===== src/hdl/cafu_pkg.sv =====
// Package for the CPU ALU and flag execute unit.
// Holds operation codes, status bit positions and shared structs.
// No dependencies.
package cafu_pkg;

  typedef enum logic [5:0] {
    OP_ORA   = 6'd0,
    OP_AND   = 6'd1,
    OP_EOR   = 6'd2,
    OP_ADC   = 6'd3,
    OP_SBC   = 6'd4,
    OP_CMP   = 6'd5,
    OP_CPX   = 6'd6,
    OP_CPY   = 6'd7,
    OP_BIT   = 6'd8,
    OP_ASL_A = 6'd9,
    OP_ASL_M = 6'd10,
    OP_LSR_A = 6'd11,
    OP_LSR_M = 6'd12,
    OP_ROL_A = 6'd13,
    OP_ROL_M = 6'd14,
    OP_ROR_A = 6'd15,
    OP_ROR_M = 6'd16,
    OP_INC   = 6'd17,
    OP_DEC   = 6'd18,
    OP_INX   = 6'd19,
    OP_INY   = 6'd20,
    OP_DEX   = 6'd21,
    OP_DEY   = 6'd22,
    OP_LDA   = 6'd23,
    OP_LDX   = 6'd24,
    OP_LDY   = 6'd25,
    OP_STA   = 6'd26,
    OP_STX   = 6'd27,
    OP_STY   = 6'd28,
    OP_CLC   = 6'd29,
    OP_SEC   = 6'd30,
    OP_CLI   = 6'd31,
    OP_SEI   = 6'd32,
    OP_CLD   = 6'd33,
    OP_SED   = 6'd34,
    OP_CLV   = 6'd35,
    OP_BPL   = 6'd36,
    OP_BMI   = 6'd37,
    OP_BVC   = 6'd38,
    OP_BVS   = 6'd39,
    OP_BCC   = 6'd40,
    OP_BCS   = 6'd41,
    OP_BNE   = 6'd42,
    OP_BEQ   = 6'd43,
    OP_PHA   = 6'd44,
    OP_PHP   = 6'd45,
    OP_PLA   = 6'd46,
    OP_PLP   = 6'd47,
    OP_RTI   = 6'd48,
    OP_NOP   = 6'd49
  } op_t;

  // Status bit positions
  localparam int unsigned FL_C = 0;
  localparam int unsigned FL_Z = 1;
  localparam int unsigned FL_I = 2;
  localparam int unsigned FL_D = 3;
  localparam int unsigned FL_B = 4;
  localparam int unsigned FL_U = 5;
  localparam int unsigned FL_V = 6;
  localparam int unsigned FL_N = 7;

  localparam logic [7:0] STATUS_RESET = 8'h24;

  typedef struct packed {
    logic [7:0] acc;
    logic [7:0] x;
    logic [7:0] y;
    logic [7:0] p;
  } cpu_regs_t;

  typedef struct packed {
    logic [7:0] write_data;
    logic       write_enable;
    logic       branch_taken;
  } alu_res_t;

endpackage


===== src/hdl/cafu_in_if.sv =====
// Input channel of the execute unit: operation code and operand byte.
// Uses no package.
interface cafu_in_if;
  logic       valid;
  logic       ready;
  logic [5:0] opcode;
  logic [7:0] operand;

  modport source (output valid, output opcode, output operand, input ready);
  modport sink   (input valid, input opcode, input operand, output ready);
endinterface


===== src/hdl/cafu_out_if.sv =====
// Result channel of the execute unit: write request, branch test and registers.
// Uses no package.
interface cafu_out_if;
  logic       valid;
  logic       ready;
  logic [7:0] write_data;
  logic       write_enable;
  logic       branch_taken;
  logic [7:0] status_out;
  logic [7:0] acc_out;
  logic [7:0] index_x_out;
  logic [7:0] index_y_out;

  modport source (output valid, output write_data, output write_enable,
                  output branch_taken, output status_out, output acc_out,
                  output index_x_out, output index_y_out, input ready);
  modport sink   (input valid, input write_data, input write_enable,
                  input branch_taken, input status_out, input acc_out,
                  input index_x_out, input index_y_out, output ready);
endinterface


===== src/hdl/cpu_alu_flag_execute_unit.sv =====
// Top level of the CPU ALU and flag execute unit: input register, execute
// logic, architectural registers A/X/Y/P and the result register.
// Depends on cafu_pkg, cafu_in_if, cafu_out_if and cafu_alu.
//
//   channel   dir   beat payload
//   in_ch     in    opcode[5:0], operand[7:0]
//   out_ch    out   write_data, write_enable, branch_taken, status_out,
//                   acc_out, index_x_out, index_y_out
//
// One beat per cycle while the result channel is not stalled; an input beat goes
// through the input register, then execute into the result register.
// A/X/Y/P update as an item leaves the input register, so the next item
// sees them at once. Reset sets A/X/Y to zero and P to 0x24.
// A stalled result holds the result register and, behind it, the input register.
module cpu_alu_flag_execute_unit
  import cafu_pkg::*;
(
  input  logic    clk,
  input  logic    rst,
  cafu_in_if.sink    in_ch,
  cafu_out_if.source out_ch
);

  logic       stage_valid;
  logic [5:0] stage_opcode;
  logic [7:0] stage_operand;
  logic       stage_advance;

  cpu_regs_t  regs;
  cpu_regs_t  regs_next;
  alu_res_t   res;

  logic       out_valid;
  alu_res_t   out_res;
  cpu_regs_t  out_regs;

  assign stage_advance = stage_valid && (!out_valid || out_ch.ready);
  assign in_ch.ready   = !stage_valid || stage_advance;

  cafu_alu u_alu (
    .opcode    (stage_opcode),
    .operand   (stage_operand),
    .regs      (regs),
    .regs_next (regs_next),
    .res       (res)
  );

  always_ff @(posedge clk) begin
    if (rst) begin
      stage_valid <= 1'b0;
    end else if (in_ch.ready) begin
      stage_valid <= in_ch.valid;
    end
  end

  always_ff @(posedge clk) begin
    if (in_ch.valid && in_ch.ready) begin
      stage_opcode  <= in_ch.opcode;
      stage_operand <= in_ch.operand;
    end
  end

  always_ff @(posedge clk) begin
    if (rst) begin
      regs.acc <= 8'h00;
      regs.x   <= 8'h00;
      regs.y   <= 8'h00;
      regs.p   <= STATUS_RESET;
    end else if (stage_advance) begin
      regs <= regs_next;
    end
  end

  always_ff @(posedge clk) begin
    if (rst) begin
      out_valid <= 1'b0;
    end else if (stage_advance) begin
      out_valid <= 1'b1;
    end else if (out_ch.ready) begin
      out_valid <= 1'b0;
    end
  end

  always_ff @(posedge clk) begin
    if (stage_advance) begin
      out_res  <= res;
      out_regs <= regs_next;
    end
  end

  assign out_ch.valid        = out_valid;
  assign out_ch.write_data   = out_res.write_data;
  assign out_ch.write_enable = out_res.write_enable;
  assign out_ch.branch_taken = out_res.branch_taken;
  assign out_ch.status_out   = out_regs.p;
  assign out_ch.acc_out      = out_regs.acc;
  assign out_ch.index_x_out  = out_regs.x;
  assign out_ch.index_y_out  = out_regs.y;

endmodule


===== src/hdl/cafu_alu.sv =====
// Combinational execute logic: ALU, shifter, branch test and status flag update.
// Depends on cafu_pkg.
module cafu_alu
  import cafu_pkg::*;
(
  input  logic [5:0] opcode,
  input  logic [7:0] operand,
  input  cpu_regs_t  regs,
  output cpu_regs_t  regs_next,
  output alu_res_t   res
);

  function automatic logic [7:0] with_nz(input logic [7:0] p, input logic [7:0] v);
    logic [7:0] q;
    q       = p;
    q[FL_N] = v[7];
    q[FL_Z] = (v == 8'h00);
    return q;
  endfunction

  op_t        op;
  logic [7:0] a;
  logic [7:0] m;
  logic       cin;
  logic [8:0] sum;
  logic [8:0] diff;
  logic [8:0] cmp_diff;
  logic [7:0] cmp_reg;
  logic [7:0] r;

  assign op  = op_t'(opcode);
  assign a   = regs.acc;
  assign m   = operand;
  assign cin = regs.p[FL_C];

  assign sum  = {1'b0, a} + {1'b0, m} + {8'h00, cin};
  assign diff = {1'b0, a} - {1'b0, m} - {8'h00, ~cin};

  always_comb begin
    case (op)
      OP_CPX:  cmp_reg = regs.x;
      OP_CPY:  cmp_reg = regs.y;
      default: cmp_reg = a;
    endcase
  end

  assign cmp_diff = {1'b0, cmp_reg} - {1'b0, m};

  always_comb begin
    regs_next        = regs;
    res.write_data   = 8'h00;
    res.write_enable = 1'b0;
    res.branch_taken = 1'b0;
    r                = 8'h00;
    case (op)
      OP_ORA: begin
        r = a | m;
        regs_next.acc = r;
        regs_next.p   = with_nz(regs.p, r);
      end
      OP_AND: begin
        r = a & m;
        regs_next.acc = r;
        regs_next.p   = with_nz(regs.p, r);
      end
      OP_EOR: begin
        r = a ^ m;
        regs_next.acc = r;
        regs_next.p   = with_nz(regs.p, r);
      end
      OP_ADC: begin
        r = sum[7:0];
        regs_next.acc     = r;
        regs_next.p       = with_nz(regs.p, r);
        regs_next.p[FL_C] = sum[8];
        regs_next.p[FL_V] = (m[7] ^ r[7]) & (a[7] ^ r[7]);
      end
      OP_SBC: begin
        r = diff[7:0];
        regs_next.acc     = r;
        regs_next.p       = with_nz(regs.p, r);
        regs_next.p[FL_C] = ~diff[8];
        regs_next.p[FL_V] = (a[7] ^ m[7]) & (a[7] ^ r[7]);
      end
      OP_CMP, OP_CPX, OP_CPY: begin
        regs_next.p       = with_nz(regs.p, cmp_diff[7:0]);
        regs_next.p[FL_C] = ~cmp_diff[8];
      end
      OP_BIT: begin
        regs_next.p[FL_V] = m[6];
        regs_next.p[FL_N] = m[7];
        regs_next.p[FL_Z] = ((m & a) == 8'h00);
      end
      OP_ASL_A: begin
        r = {a[6:0], 1'b0};
        regs_next.acc     = r;
        regs_next.p       = with_nz(regs.p, r);
        regs_next.p[FL_C] = a[7];
      end
      OP_LSR_A: begin
        r = {1'b0, a[7:1]};
        regs_next.acc     = r;
        regs_next.p       = with_nz(regs.p, r);
        regs_next.p[FL_C] = a[0];
      end
      OP_ROL_A: begin
        r = {a[6:0], cin};
        regs_next.acc     = r;
        regs_next.p       = with_nz(regs.p, r);
        regs_next.p[FL_C] = a[7];
      end
      OP_ROR_A: begin
        r = {cin, a[7:1]};
        regs_next.acc     = r;
        regs_next.p       = with_nz(regs.p, r);
        regs_next.p[FL_C] = a[0];
      end
      OP_ASL_M: begin
        r = {m[6:0], 1'b0};
        res.write_data    = r;
        res.write_enable  = 1'b1;
        regs_next.p       = with_nz(regs.p, r);
        regs_next.p[FL_C] = m[7];
      end
      OP_LSR_M: begin
        r = {1'b0, m[7:1]};
        res.write_data    = r;
        res.write_enable  = 1'b1;
        regs_next.p       = with_nz(regs.p, r);
        regs_next.p[FL_C] = m[0];
      end
      OP_ROL_M: begin
        r = {m[6:0], cin};
        res.write_data    = r;
        res.write_enable  = 1'b1;
        regs_next.p       = with_nz(regs.p, r);
        regs_next.p[FL_C] = m[7];
      end
      OP_ROR_M: begin
        r = {cin, m[7:1]};
        res.write_data    = r;
        res.write_enable  = 1'b1;
        regs_next.p       = with_nz(regs.p, r);
        regs_next.p[FL_C] = m[0];
      end
      OP_INC: begin
        r = m + 8'h01;
        res.write_data   = r;
        res.write_enable = 1'b1;
        regs_next.p      = with_nz(regs.p, r);
      end
      OP_DEC: begin
        r = m - 8'h01;
        res.write_data   = r;
        res.write_enable = 1'b1;
        regs_next.p      = with_nz(regs.p, r);
      end
      OP_INX: begin
        r = regs.x + 8'h01;
        regs_next.x = r;
        regs_next.p = with_nz(regs.p, r);
      end
      OP_INY: begin
        r = regs.y + 8'h01;
        regs_next.y = r;
        regs_next.p = with_nz(regs.p, r);
      end
      OP_DEX: begin
        r = regs.x - 8'h01;
        regs_next.x = r;
        regs_next.p = with_nz(regs.p, r);
      end
      OP_DEY: begin
        r = regs.y - 8'h01;
        regs_next.y = r;
        regs_next.p = with_nz(regs.p, r);
      end
      OP_LDA, OP_PLA: begin
        regs_next.acc = m;
        regs_next.p   = with_nz(regs.p, m);
      end
      OP_LDX: begin
        regs_next.x = m;
        regs_next.p = with_nz(regs.p, m);
      end
      OP_LDY: begin
        regs_next.y = m;
        regs_next.p = with_nz(regs.p, m);
      end
      OP_STA, OP_PHA: begin
        res.write_data   = a;
        res.write_enable = 1'b1;
      end
      OP_STX: begin
        res.write_data   = regs.x;
        res.write_enable = 1'b1;
      end
      OP_STY: begin
        res.write_data   = regs.y;
        res.write_enable = 1'b1;
      end
      OP_CLC: regs_next.p[FL_C] = 1'b0;
      OP_SEC: regs_next.p[FL_C] = 1'b1;
      OP_CLI: regs_next.p[FL_I] = 1'b0;
      OP_SEI: regs_next.p[FL_I] = 1'b1;
      OP_CLD: regs_next.p[FL_D] = 1'b0;
      OP_SED: regs_next.p[FL_D] = 1'b1;
      OP_CLV: regs_next.p[FL_V] = 1'b0;
      OP_BPL: res.branch_taken = ~regs.p[FL_N];
      OP_BMI: res.branch_taken =  regs.p[FL_N];
      OP_BVC: res.branch_taken = ~regs.p[FL_V];
      OP_BVS: res.branch_taken =  regs.p[FL_V];
      OP_BCC: res.branch_taken = ~regs.p[FL_C];
      OP_BCS: res.branch_taken =  regs.p[FL_C];
      OP_BNE: res.branch_taken = ~regs.p[FL_Z];
      OP_BEQ: res.branch_taken =  regs.p[FL_Z];
      OP_PHP: begin
        // push with break and unused bits forced high
        res.write_data         = regs.p;
        res.write_data[FL_B]   = 1'b1;
        res.write_data[FL_U]   = 1'b1;
        res.write_enable       = 1'b1;
      end
      OP_PLP, OP_RTI: begin
        regs_next.p       = m;
        regs_next.p[FL_B] = 1'b0;
        regs_next.p[FL_U] = 1'b1;
      end
      default: ;  // NOP and unassigned codes
    endcase
  end

endmodule

===== src/flat_wrapper.sv =====
// flat-port wrapper written by rule: the top's interface ports become plain ports
module cpu_alu_flag_execute_unit_flat import cafu_pkg::*;
  (clk, rst, in_ch_valid, in_ch_opcode, in_ch_operand, in_ch_ready, out_ch_valid, out_ch_write_data, out_ch_write_enable, out_ch_branch_taken, out_ch_status_out, out_ch_acc_out, out_ch_index_x_out, out_ch_index_y_out, out_ch_ready);
  cafu_in_if in_ch_i ();
  cafu_out_if out_ch_i ();
  input  logic clk;
  input  logic rst;
  input wire logic [$bits(in_ch_i.valid)-1:0] in_ch_valid;
  input wire logic [$bits(in_ch_i.opcode)-1:0] in_ch_opcode;
  input wire logic [$bits(in_ch_i.operand)-1:0] in_ch_operand;
  output wire logic [$bits(in_ch_i.ready)-1:0] in_ch_ready;
  output wire logic [$bits(out_ch_i.valid)-1:0] out_ch_valid;
  output wire logic [$bits(out_ch_i.write_data)-1:0] out_ch_write_data;
  output wire logic [$bits(out_ch_i.write_enable)-1:0] out_ch_write_enable;
  output wire logic [$bits(out_ch_i.branch_taken)-1:0] out_ch_branch_taken;
  output wire logic [$bits(out_ch_i.status_out)-1:0] out_ch_status_out;
  output wire logic [$bits(out_ch_i.acc_out)-1:0] out_ch_acc_out;
  output wire logic [$bits(out_ch_i.index_x_out)-1:0] out_ch_index_x_out;
  output wire logic [$bits(out_ch_i.index_y_out)-1:0] out_ch_index_y_out;
  input wire logic [$bits(out_ch_i.ready)-1:0] out_ch_ready;
  assign in_ch_i.valid = in_ch_valid;
  assign in_ch_i.opcode = in_ch_opcode;
  assign in_ch_i.operand = in_ch_operand;
  assign in_ch_ready = in_ch_i.ready;
  assign out_ch_valid = out_ch_i.valid;
  assign out_ch_write_data = out_ch_i.write_data;
  assign out_ch_write_enable = out_ch_i.write_enable;
  assign out_ch_branch_taken = out_ch_i.branch_taken;
  assign out_ch_status_out = out_ch_i.status_out;
  assign out_ch_acc_out = out_ch_i.acc_out;
  assign out_ch_index_x_out = out_ch_i.index_x_out;
  assign out_ch_index_y_out = out_ch_i.index_y_out;
  assign out_ch_i.ready = out_ch_ready;
  cpu_alu_flag_execute_unit u_core (.clk(clk), .rst(rst), .in_ch(in_ch_i), .out_ch(out_ch_i));
endmodule

===== config.mk =====
export PLATFORM = sky130hd
export DESIGN_NAME = cpu_alu_flag_execute_unit_flat
export DESIGN_NICKNAME = d
export VERILOG_FILES = /design/src/hdl/cafu_pkg.sv /design/src/hdl/cafu_in_if.sv /design/src/hdl/cafu_out_if.sv /design/src/hdl/cpu_alu_flag_execute_unit.sv /design/src/hdl/cafu_alu.sv /design/src/flat_wrapper.sv
export SDC_FILE = /design/constraint.sdc
export NUM_CORES = 1
export LEC_CHECK = 0
export BUFFER_PORTS_ARGS = -buffer_cell sky130_fd_sc_hd__buf_2
export CORE_ASPECT_RATIO = 0.75
export CORE_MARGIN = 2
export CORE_UTILIZATION = 50
export DETAILED_ROUTE_END_ITERATION = 8
export GPL_ROUTABILITY_DRIVEN = 0
export PLACE_DENSITY = 0.72
export SETUP_SLACK_MARGIN = 0.05
export SYNTH_ARGS = -nofsm -noshare
export SYNTH_HDL_FRONTEND = slang
export SYNTH_HIERARCHICAL = 1
export SYNTH_SLANG_ARGS = --single-unit

===== constraint.sdc =====
create_clock -name clk -period 8.5 [get_ports clk]
set_clock_uncertainty 0.05 [all_clocks]
set_input_delay 0.425 -clock clk [delete_from_list [all_inputs] [get_ports clk]]
set_output_delay 0.425 -clock clk [all_outputs]
set_load 0.02 [all_outputs]

==> flow_metrics.tcl <==
set metrics [dict create \
    drtIter0Drc 1332 \
    finalPower_uw 1130 \
    synth_top_cell_area_share_pct 21.3 \
    cp-start-kind "register" \
    hpwl_mm 17.6 \
    use_met3_pct 9.84 \
    setup_violations 0 \
    fin_nets 1042 \
    numCtsBuffers 9 \
    synthCells 946 \
    worstRegToRegCells 13 \
    worst_ep_required_time_ns 8.67 \
    tns_ns 0 \
    grt_pass1_vias 6897 \
    cp_top_family "compound AO/OA/AOI/OAI gates" \
    vias_per_cell 6.65 \
    arrival_ns 4.27 \
    r2r_slack_ns 4.41 \
    synth-async-reset-ratio_pct 0 \
    clk_latency_ns 0.36 \
    min_period_ns 4.09 \
    routed_wl_mm 24.9 \
    slew-limit-headroom_pct 22.1 \
    wl_per_cell_um 21.1 \
    total_leakage_power_uw 0.00318 \
    synth-edff-count 56 \
    fin_crit_sh_pct 48.1 \
    path_clk_slew_ns 0.07 \
    cts_tree "built" \
    tightest_slew_ns 1.16 \
    min_path_type "input pin to register" \
    ys.flop_type "edfxtp_1" \
    grtUsageTotal_pct 29.6 \
    synth-adder-area-share_pct 9.49 \
    ctsLongestPathBuffers 2 \
    worstReg2RegStart "u_core/stage_operand[0]$_DFFE_PP_" \
    ys_types 69 \
    layout_commonest_cell "nor2_1" \
    ctsHoldBuffers 0 \
    synth_largest_area_cell "edfxtp_1" \
    synth_xor_xnor_area_share_pct 4.54 \
    cts_root_buf "clkbuf_16" \
    grt_max_degree 67 \
    cts_sinks 90 \
    utilization_pct 55.6 \
    min_path_cells 1 \
    antenna_found_initial 1 \
    power_per_cell_area_nw_per_um2 132 \
    grt-ovfl-total 0 \
    portBuffers 61 \
    synth_seq_area_share_pct 29.9 \
    fillers 1424 \
    core-area_um2 15400 \
    crit_type "register to register" \
    drv_cap 0 \
    cts_resized 0 \
    synthMuxAreaShare_pct 5.19 \
    syn_nets 1021 \
    fp.dieArea_um2 16900 \
    rsz0062_at_grt "false" \
    synth_top_family_by_area "simple AND/OR/NAND/NOR gates" \
    start_util_pct 51.5 \
    antenna_left 0 \
    hold_viol 0 \
    synth_area_um2 7910 \
    vias 7828 \
    fp.dieW_um 149 \
    crit_chain "inv_1, fa_1, inv_1, ha_1, o21ai_0, a311oi_1, a21o_1, a21oi_1, xor2_1, o21ai_0, o32a_1, nand2b_1, mux2i_1" \
    layout-drive-gt1-share_pct 10.7 \
    syn_to_final_growth_pct 8.02 \
    synth_seq_cells 90 \
    crit_path_max_fanout 16 \
    status "finished clean" \
    final_cell_mix "94 x nor2_1, 73 x nand2b_1, 65 x nand2_1, 63 x a21oi_1, 61 x buf_2" \
    antenna_cells 0 \
    critPathCaptureType "register" \
    synth.avg_cell_area_um2 8.36 \
    fmax_ghz 0.244 \
    synth-simple-area-share_pct 23.5 \
    use_met2_pct 41.7 \
    drc 0 \
    r2r_end "u_core/regs[7]$_SDFFE_PP0P_" \
    grt_pass1_wl_mm 39.0 \
    yosys-top-cells-area "edfxtp_1 21%, dfxtp_1 8.6%, ha_1 8.2%" \
    worst-path-buf-inv 2 \
    cts_post_setup_buffers_inserted 0 \
    slowest_delay_ns 0.80 \
    yosys_warnings 6 \
    num_rows 39 \
    slew_viol_final 0 \
    hold_end "u_core/stage_operand[3]$_DFFE_PP_" \
    busiest_layer "met1" \
    worstHoldStart "in_ch_operand[3]" \
    synth_compound_area_share_pct 21.7 \
    irDropWorstVdd_mv 0.0990 \
    worst_path_max_delay_cell "edfxtp_1" \
    cts-htree-levels 3 \
    dieHeight_um 113 \
    use_met1_pct 43.4 \
    io_pins 62 \
    drtPass1Iterations 6 \
]
per-stage QoR:
| stage | instances | setup WS, ns | cell area [um^2] | hold WS (ns) |
|---|---|---|---|---|
| final | 1177 | 4.41 | 8550 | 0.185 |
| after floorplan | 946 | 4.67 | 7910 | 0.394 |
| after global routing | 1177 | 4.22 | 8550 | 0.169 |
| after global placement | 1161 | 4.61 | 8260 | 0.407 |
| after CTS | 1177 | 4.47 | 8550 | 0.172 |
| after detailed placement | 1161 | 4.49 | 8260 | 0.431 |
power breakdown:
part,internal [uW],switching (uW)
registers,483,26.2
logic,83.3,144
clock network,209,181
routing by layer:
layer | vias to the layer above | routed length (um)
met5 | - | 0
met4 | 0 | 550
met3 | 58 | 3510
met2 | 586 | 10200
met1 | 3651 | 10600
li1 | 3533 | -
logic make-up after synthesis:
group,count (synthesis)
compound gates,253
xor+xnor,41
fa+ha+maj,57
buf+inv,101
flops,90
mux,41
simple gates,363
worst max path at each step:
| stage | start | endpoint | slack (ns) | depth (start not counted) |
|---|---|---|---|---|
| finish | u_core/stage_operand[0]$_DFFE_PP_ | u_core/regs[7]$_SDFFE_PP0P_ | 4.41 | 13 |
| global route | u_core/stage_opcode[5]$_DFFE_PP_ | u_core/regs[7]$_SDFFE_PP0P_ | 4.22 | 16 |
| CTS | u_core/stage_operand[0]$_DFFE_PP_ | u_core/regs[7]$_SDFFE_PP0P_ | 4.47 | 13 |
| detailed placement | u_core/stage_operand[0]$_DFFE_PP_ | u_core/regs[7]$_SDFFE_PP0P_ | 4.49 | 13 |
| global placement | u_core/stage_operand[0]$_DFFE_PP_ | u_core/regs[7]$_SDFFE_PP0P_ | 4.61 | 13 |
| floorplan | u_core/stage_opcode[5]$_DFFE_PP_ | u_core/out_ch.status_out[7]$_DFFE_PP_ | 4.67 | 15 |
Yosys cell counts, types with 4 or more instances:
cell type,instances
nand2b_1,73
xnor2_1,20
nand4_1,20
mux2i_1,41
a211oi_1,7
a22oi_1,23
o221ai_1,8
edfxtp_1,56
a221o_1,8
nand2_1,65
a21o_1,5
nor2_1,94
or2_2,6
or3_1,4
xor2_1,21
a31oi_1,8
ha_1,52
clkbuf_1,46
o211ai_1,5
a21oi_1,63
a221oi_1,11
inv_1,35
o22ai_1,11
nor4_1,13
nor3_1,28
and3_1,10
buf_2,12
o31ai_1,10
o21ai_0,47
a222oi_1,6
nand3_1,24
dfxtp_1,34
fa_1,5
nor2b_1,9
o2111ai_1,5
cell type report:
type / instances / area (um^2) / area share, %
Clock buffer: 10 / 239 / 2.80
Timing Repair Buffer: 75 / 410 / 4.80
Clock inverter: 6 / 46.3 / 0.542
Multi-Input combinational cell: 755 / 5100 / 59.6
Inverter: 36 / 135 / 1.58
Sequential cell: 90 / 2360 / 27.6
Tap cell: 205 / 256 / 3.00
registers in the layout, indices dropped and copies added (netlist names):
| signal | count |
|---|---|
| u_core/out_ch.branch_taken | 1 |
| u_core/out_ch.index_x_out | 8 |
| u_core/out_ch.index_y_out | 8 |
| u_core/stage_valid | 1 |
| u_core/stage_operand | 8 |
| u_core/out_ch.write_data | 8 |
| u_core/regs | 32 |
| u_core/out_ch.status_out | 8 |
| u_core/out_ch.acc_out | 8 |
| u_core/out_ch.valid | 1 |
| u_core/stage_opcode | 6 |
| u_core/out_ch.write_enable | 1 |
(Power assumes the default switching activity.)
